**config.mk**
```make
export PLATFORM = sky130hd
export DESIGN_NAME = cmr_ctrl
export DESIGN_NICKNAME = d
export VERILOG_FILES = /design/src/sv/cmr_pkg.sv /design/src/sv/cmr_ctrl.sv
export SDC_FILE = /design/constraint.sdc
export NUM_CORES = 1
export LEC_CHECK = 0
export BUFFER_PORTS_ARGS = -buffer_cell sky130_fd_sc_hd__buf_2
export CAP_MARGIN = 20
export CORE_AREA = 8 8 45 47
export DETAILED_ROUTE_END_ITERATION = 8
export DIE_AREA = 0 0 53 55
export GPL_TIMING_DRIVEN = 0
export PLACE_DENSITY = 0.65
export SETUP_SLACK_MARGIN = 0.1
export SLEW_MARGIN = 20
export SYNTH_ARGS = -nofsm -noshare
export SYNTH_HDL_FRONTEND = slang
export SYNTH_SLANG_ARGS = --single-unit
```
**constraint.sdc**
```tcl
create_clock -name clk -period 1.6 [get_ports clk]
set_clock_uncertainty 0.1 [all_clocks]
set_input_delay 0.16 -clock clk [delete_from_list [all_inputs] [get_ports clk]]
set_output_delay 0.16 -clock clk [all_outputs]
set_load 0.05 [all_outputs]
```
**src/sv/cmr_pkg.sv**
```systemverilog
// ----------------------------------------------------------------------------
// cmr_pkg
// shared types and constants for channel mean removal
// ----------------------------------------------------------------------------
package cmr_pkg;

  localparam int MAX_CHANNELS_DEF = 64;
  localparam int MAX_FRAMES_DEF   = 1024;
  localparam int SAMPLE_BITS_DEF  = 24;

  localparam int CMD_W      = 2;
  localparam int CH_FIELD_W = 6;
  localparam int CFG_W      = 7;

  localparam logic [CFG_W-1:0] CHANNELS_RESET = 7'd64;

  typedef enum logic [CMD_W-1:0] {
    CMD_CLEAR  = 2'd0,
    CMD_ACC    = 2'd1,
    CMD_FINISH = 2'd2,
    CMD_REMOVE = 2'd3
  } cmd_t;

  typedef enum logic [2:0] {
    S_IDLE,
    S_ACC,
    S_SUB,
    S_FRD,
    S_FSTART,
    S_FDIV
  } state_t;

  typedef struct packed {
    logic accept;
    logic clr;
    logic frame_inc;
    logic freeze;
    logic acc_wr;
    logic k_clr;
    logic fin_rd;
    logic div_start;
    logic mean_wr;
    logic k_inc;
    logic out_load;
  } ctl_t;

  typedef struct packed {
    logic in_active;
    logic frozen;
    logic fc_full;
    logic ch_zero;
    logic div_done;
    logic last_ch;
  } st_t;

endpackage

```
**src/sv/cmr_ctrl.sv**
```systemverilog
// ----------------------------------------------------------------------------
// cmr_ctrl
// command sequencer and output handshake for channel mean removal
// ----------------------------------------------------------------------------
module cmr_ctrl (
  input  logic                           clk,
  input  logic                           rst_n,
  input  logic                           in_valid,
  input  logic [cmr_pkg::CMD_W-1:0]      in_cmd,
  output logic                           in_ready,
  input  logic                           out_ready,
  output logic                           out_valid,
  input  cmr_pkg::st_t                   st,
  output cmr_pkg::ctl_t                  ctl
);
  import cmr_pkg::*;

  state_t state_r;
  state_t state_nxt;
  logic   out_valid_r;
  logic   out_valid_nxt;

  always_ff @(posedge clk) begin
    if (!rst_n) begin
      state_r     <= S_IDLE;
      out_valid_r <= 1'b0;
    end else begin
      state_r     <= state_nxt;
      out_valid_r <= out_valid_nxt;
    end
  end

  always_comb begin
    ctl       = '0;
    state_nxt = state_r;
    in_ready  = 1'b0;
    unique case (state_r)
      S_IDLE: begin
        in_ready = 1'b1;
        if (in_valid) begin
          ctl.accept = 1'b1;
          unique case (cmd_t'(in_cmd))
            CMD_CLEAR: begin
              ctl.clr = 1'b1;
            end
            CMD_ACC: begin
              if (st.in_active && !st.frozen) begin
                if (st.ch_zero && st.fc_full) begin
                  ctl.freeze = 1'b1;
                end else begin
                  ctl.frame_inc = st.ch_zero;
                  state_nxt     = S_ACC;
                end
              end
            end
            CMD_FINISH: begin
              ctl.k_clr = 1'b1;
              state_nxt = S_FRD;
            end
            CMD_REMOVE: begin
              if (st.in_active) state_nxt = S_SUB;
            end
            default: ;
          endcase
        end
      end
      S_ACC: begin
        ctl.acc_wr = 1'b1;
        state_nxt  = S_IDLE;
      end
      S_SUB: begin
        if (!out_valid_r || out_ready) begin
          ctl.out_load = 1'b1;
          state_nxt    = S_IDLE;
        end
      end
      S_FRD: begin
        ctl.fin_rd = 1'b1;
        state_nxt  = S_FSTART;
      end
      S_FSTART: begin
        ctl.div_start = 1'b1;
        state_nxt     = S_FDIV;
      end
      S_FDIV: begin
        if (st.div_done) begin
          ctl.mean_wr = 1'b1;
          if (st.last_ch) begin
            state_nxt = S_IDLE;
          end else begin
            ctl.k_inc = 1'b1;
            state_nxt = S_FRD;
          end
        end
      end
      default: state_nxt = S_IDLE;
    endcase
    if (ctl.out_load) out_valid_nxt = 1'b1;
    else if (out_ready) out_valid_nxt = 1'b0;
    else out_valid_nxt = out_valid_r;
  end

  assign out_valid = out_valid_r;

endmodule

```
# Yosys cells after proc, flatten, opt, wreduce, memory -nomap -nowiden
# Index checks and enable logic that the tools add are counted.
# W data, S select, Z words.
[op_classes]
mux = 30
n_eq_ne = 15
n_reduce_logical = 9
[ops]
columns = ["cell", "n"]
rows = [
  ["$mux W3", 6],
  ["$mux W1", 15],
  ["$pmux W3 S5", 1],
  ["$mux W2", 5],
  ["$ne A3 B3 Y1 const B", 3],
  ["$pmux W3 S3", 1],
  ["$mux W4", 2],
  ["$reduce_and A7 Y1", 1],
  ["$eq A3 B2 Y1 const B", 2],
  ["$eq A3 B3 Y1 const B", 2],
  ["$ne A2 B2 Y1 const B", 3],
  ["$eq A2 B2 Y1 const B", 2],
  ["$ne A4 B1 Y1 const B", 1],
  ["$eq A3 B1 Y1 const B", 1],
  ["$logic_not A3 Y1", 1],
  ["$eq A2 B1 Y1 const B", 1],
  ["$logic_and A1 B1 Y1", 2],
  ["$logic_not A1 Y1", 2],
  ["$logic_not A2 Y1", 1],
  ["$reduce_bool A2 Y1", 1],
  ["$logic_or A1 B1 Y1", 1],
]
[totals]
out_inout_bits = 13
inputBits = 12
regBits = 4
word_cells = 56

# Depth between registers and ports, before layout
[depth]
depth_word = 6
mapped_depth = 5
mapped_depth_nobuf = 4

# Worst setup path before layout
# OpenSTA, ideal clock, no wires.
[synth_timing]
path_type = "flip-flop to output port"
startpoint = "reg state_r[0]"
endpoint = "out ctl[5] (netlist bit)"
required_ns = 1.340
t_arrival_ns = 2.264
stages_incl_launch_ff = 5
n_path_buf = 1
setup_slack_ns = -0.924
cell_sequence = "dfxtp_1 clkbuf_2 nor3_4 nand2_2 nor3b_1"
[synth_rtl]
columns = ["element", "line_no", "source"]
rows = [
  ["from (decl)", "cmr_ctrl.sv:18", "state_t state_r;"],
  ["from (signal assigned)", "cmr_ctrl.sv:28", "state_r <= state_nxt;"],
  ["to (decl)", "cmr_ctrl.sv:14", "output cmr_pkg::ctl_t ctl"],
]

==> summary by stage <==
Critical path
The endpoint of the worst-slack reg-to-reg timing path is state_r[1]$_SDFFE_PN0P_. The depth of the worst register-to-register path is 6. At the worst endpoint, the required time is 1340 ps. The worst setup path is launched from a register.

The critical path is of the reg -> out type. Along the worst path, the maximum fanout reaches 4. In this run the critical register-to-register path is launched from state_r[0]$_SDFFE_PN0P_. For the worst setup path, the data arrival time is 1610 ps. STA classifies the critical path endpoint as an output port.

In this run the worst setup path begins at state_r[0]$_SDFFE_PN0P_. The critical path ends at ctl[7]. The setup slack of the worst register-to-register path is 350 ps.

Placed design
Once detailed placement completed, the half-perimeter wirelength came to 813 um. The number of buffer cells added on primary ports is 24. At the end of routability-driven placement, the weighted congestion stood at 0.7725. Counting tap cells, the placed design contains a total of 85 instances. The worst slack at placement is -372.2 ps. In this run the cell area measured after placement is 515.5 sq um.

Run status
The run finished, with violations left. The final reports fail on setup timing.

Die
The die outline area is 0.002915 sq mm. The floorplan die height is 55 um. The placeable core region is 0.001384 sq mm. In this run the core area contains 14 standard-cell rows.

The die is 53 um wide. The initial utilization of the core area, before any placement, comes to 23.51%. Pin placement for this block handled 25 I/O pins.

Logic synthesis
The share of async-settable or async-resettable flops after synthesis is 0%. Summed over all instances, the cell type with the most area after synthesis is sky130_fd_sc_hd__dfxtp_1. By area the synthesized netlist is led by sky130_fd_sc_hd__dfxtp_1 25%, sky130_fd_sc_hd__nor2b_1 13%, sky130_fd_sc_hd__nand2_1 8.1%. The portion of the post-synthesis area used by sequential elements is 24.62%. For this run, the number of Yosys warnings is 0. Counting flops with a built-in enable in the synthesized netlist gives 0.

The count of distinct cell types in the synthesized netlist is 21. In this run, synthesis produced a sequential element count of 4. The number of nets in the synthesized netlist is 57. The number of instances in the synthesized netlist is 45. The mean area per synthesized cell is 7.229 sq um. The most used flip-flop cell after synthesis is sky130_fd_sc_hd__dfxtp_1. The commonest cells after synthesis are 7 x sky130_fd_sc_hd__nand2_1, 7 x sky130_fd_sc_hd__nor2b_1, 4 x sky130_fd_sc_hd__dfxtp_1. The share of synthesized area in the top cell type comes to 24.62%. After synthesis the cells add up to 325.3 sq um.

Power and ir drop
The analysis attributes to cell leakage a power of 0.3322 nW. The peak supply drop is 316.4 uV. Dividing total power by cell area gives a power density of 567.6 mW/mm^2.

Routing
The final layout contains routed wiring with a total length of 1180 um. In the routed design, unresolved DRC markers number 0. For this block, the initial DRC count from the detailed router was 2. Across all layers, the routed design uses 458 vias. The first detailed-routing pass ran for 2 iterations.

In the routed layout, each cell is associated on average with a via count of 4.722. The count of nets left with antenna violations once routing finished came out at 0. The routed length per instance is 12.16 um.

Clocking
The library cell used as clock root buffer is sky130_fd_sc_hd__clkbuf_4. The clock network latency to the later pin of the worst-skew pair is 230 ps. The number of H-tree levels is 1. Counting every sink on the clock net gives 4. The largest buffer count on any clock path is 2. The clock transition at the registers of the reported paths is 40 ps. TritonCTS built the clock tree.

The number of hold buffers added after CTS was 0. The number of clock buffers inserted by TritonCTS is 3.

Layout
The count of nets after finishing is 95. The final cell area excluding filler cells is 719.4 sq um. The count of fill cells added during filler insertion is 138. For this run, the number of standard cells in the final layout without fillers is 97. The area taken by multi-input logic gates is 292.8 sq um.

The count of antenna diodes in the layout is 0. From synthesis to final layout, the design area changed by 121.2%. The register area is 88.84 sq um.

The share of layout cells above drive strength 1 is 67.90%.

Timing
The number of max-slew violations in the final report is 0. Setup repair after global routing could not meet its margin everywhere. The final hold slack is 85.31 ps. The post-layout minimum cycle time is 1874 ps. For this run, the top clock speed supported by timing is 0.5335 GHz. The number of hold violations in the final report is 0.

At the pin with the least slew margin, the transition time is 326.2 ps. The worst path uses 117.2% of the clock period. The final count of negative-setup-slack endpoints is 4.

The relative max-transition margin is 78.21%. The final worst setup slack is -274.5 ps.

GRT
The number of antenna violations at the first check in global routing is 0. The total overflow left after global routing is 0. For this run, the total global-route usage over all layers was measured as 8.470%.

The maximum number of pins on one net before global-route repair is 7. The number of global-route vias before repair came to 458. The first global-routing pass estimated 1856 um of wire.

Hold path
In this run the worst hold path is classified as in -> reg. The startpoint of the most critical hold path is rst_n.

Run
The max-cap check violation count is 0.
-- critical path, cell delays in order (launching register included) --
cell and delay [ps]:
sky130_fd_sc_hd__dfxtp_2 310, sky130_fd_sc_hd__buf_8 120, sky130_fd_sc_hd__nor3_4 140, sky130_fd_sc_hd__nand2_2 80
sky130_fd_sc_hd__or4_4 460, sky130_fd_sc_hd__nor2_4 110, sky130_fd_sc_hd__buf_8 150
-- report_power, final --
part           switching (W)  internal (W)  total, W  leakage (nW)
registers         0.00000464      0.000103  0.000107        0.0345
clock network      0.0000405     0.0000838  0.000124        0.0138
logic              0.0000994     0.0000772  0.000177         0.284
-- state kept, by name (all words and copies together), names as in the netlist --
register / flops
state_r: 3
out_valid: 1
-- layout make-up --
class                   count  area share (%)
plain buffers               2           3.130
inverters                   2           1.043
repair buffers             33           36.87
flip-flops and latches      4           12.35
multi-input cells          37           40.70
clock buffers               3           3.130
well taps                  16           2.783
-- routing by layer --
layer	vias to the layer above	share of wire [%]	global-route usage, %	wire length (um)
met2	22	46	13.87	540
li1	229	-	-	-
met1	203	42	8.207	492
met4	0	1.7	2.586	20
met5	-	0	0	0
met3	4	11	6.417	126
-- layout by cell type, fill, tap and decap left out, types with 3 or more instances in the layout --
master and n:
sky130_fd_sc_hd__buf_2 14, sky130_fd_sc_hd__buf_4 9, sky130_fd_sc_hd__buf_6 8, sky130_fd_sc_hd__nand2_1 7
sky130_fd_sc_hd__nor2b_1 4, sky130_fd_sc_hd__buf_8 4, sky130_fd_sc_hd__a21oi_1 3, sky130_fd_sc_hd__clkbuf_4 3
-- kinds of logic (layout without fill, tap and decap cells) --
group                  after synthesis  after routing  synth area share [%]
AO/OA/AOI/OAI                        9              9                 17.69
flip-flops                           4              4                 24.62
AND/OR/NAND/NOR                     28             28                 51.54
buffers and inverters                4             40                 6.154
-- how the worst min path moves through the flow --
stage               cells past startpoint  slack [ps]                endpoint
floorplan                               1         180  out_valid$_SDFFE_PN0P_
global placement                        2         320  out_valid$_SDFFE_PN0P_
detailed placement                      2         320  out_valid$_SDFFE_PN0P_
CTS                                     2          70  out_valid$_SDFFE_PN0P_
global route                            2          70  out_valid$_SDFFE_PN0P_
finish                                  2          90  out_valid$_SDFFE_PN0P_
-- metrics by stage --
stage | TNS [ps] | total power (W) | utilization (%)
6_report | -791.6 | 0.0004083 | 51.99
5_1_grt | -1159 | 0.0004335 | 51.99
4_1_cts | -806.5 | 0.0003904 | 46.93
3_5_place_dp | -737.4 | 0.0002386 | 37.25
3_3_place_gp | -739.6 | 0.0002380 | 37.25
2_1_floorplan | -2495 | 0.0001990 | -
-- what timing repair did --
action	in CTS	in global routing
hold endpoints to repair	0	0
setup endpoints to repair	9	12
pin swaps	4	2
gates resized for setup	22	17
setup buffers	6	3
Power figures use the tool's default switching activity.
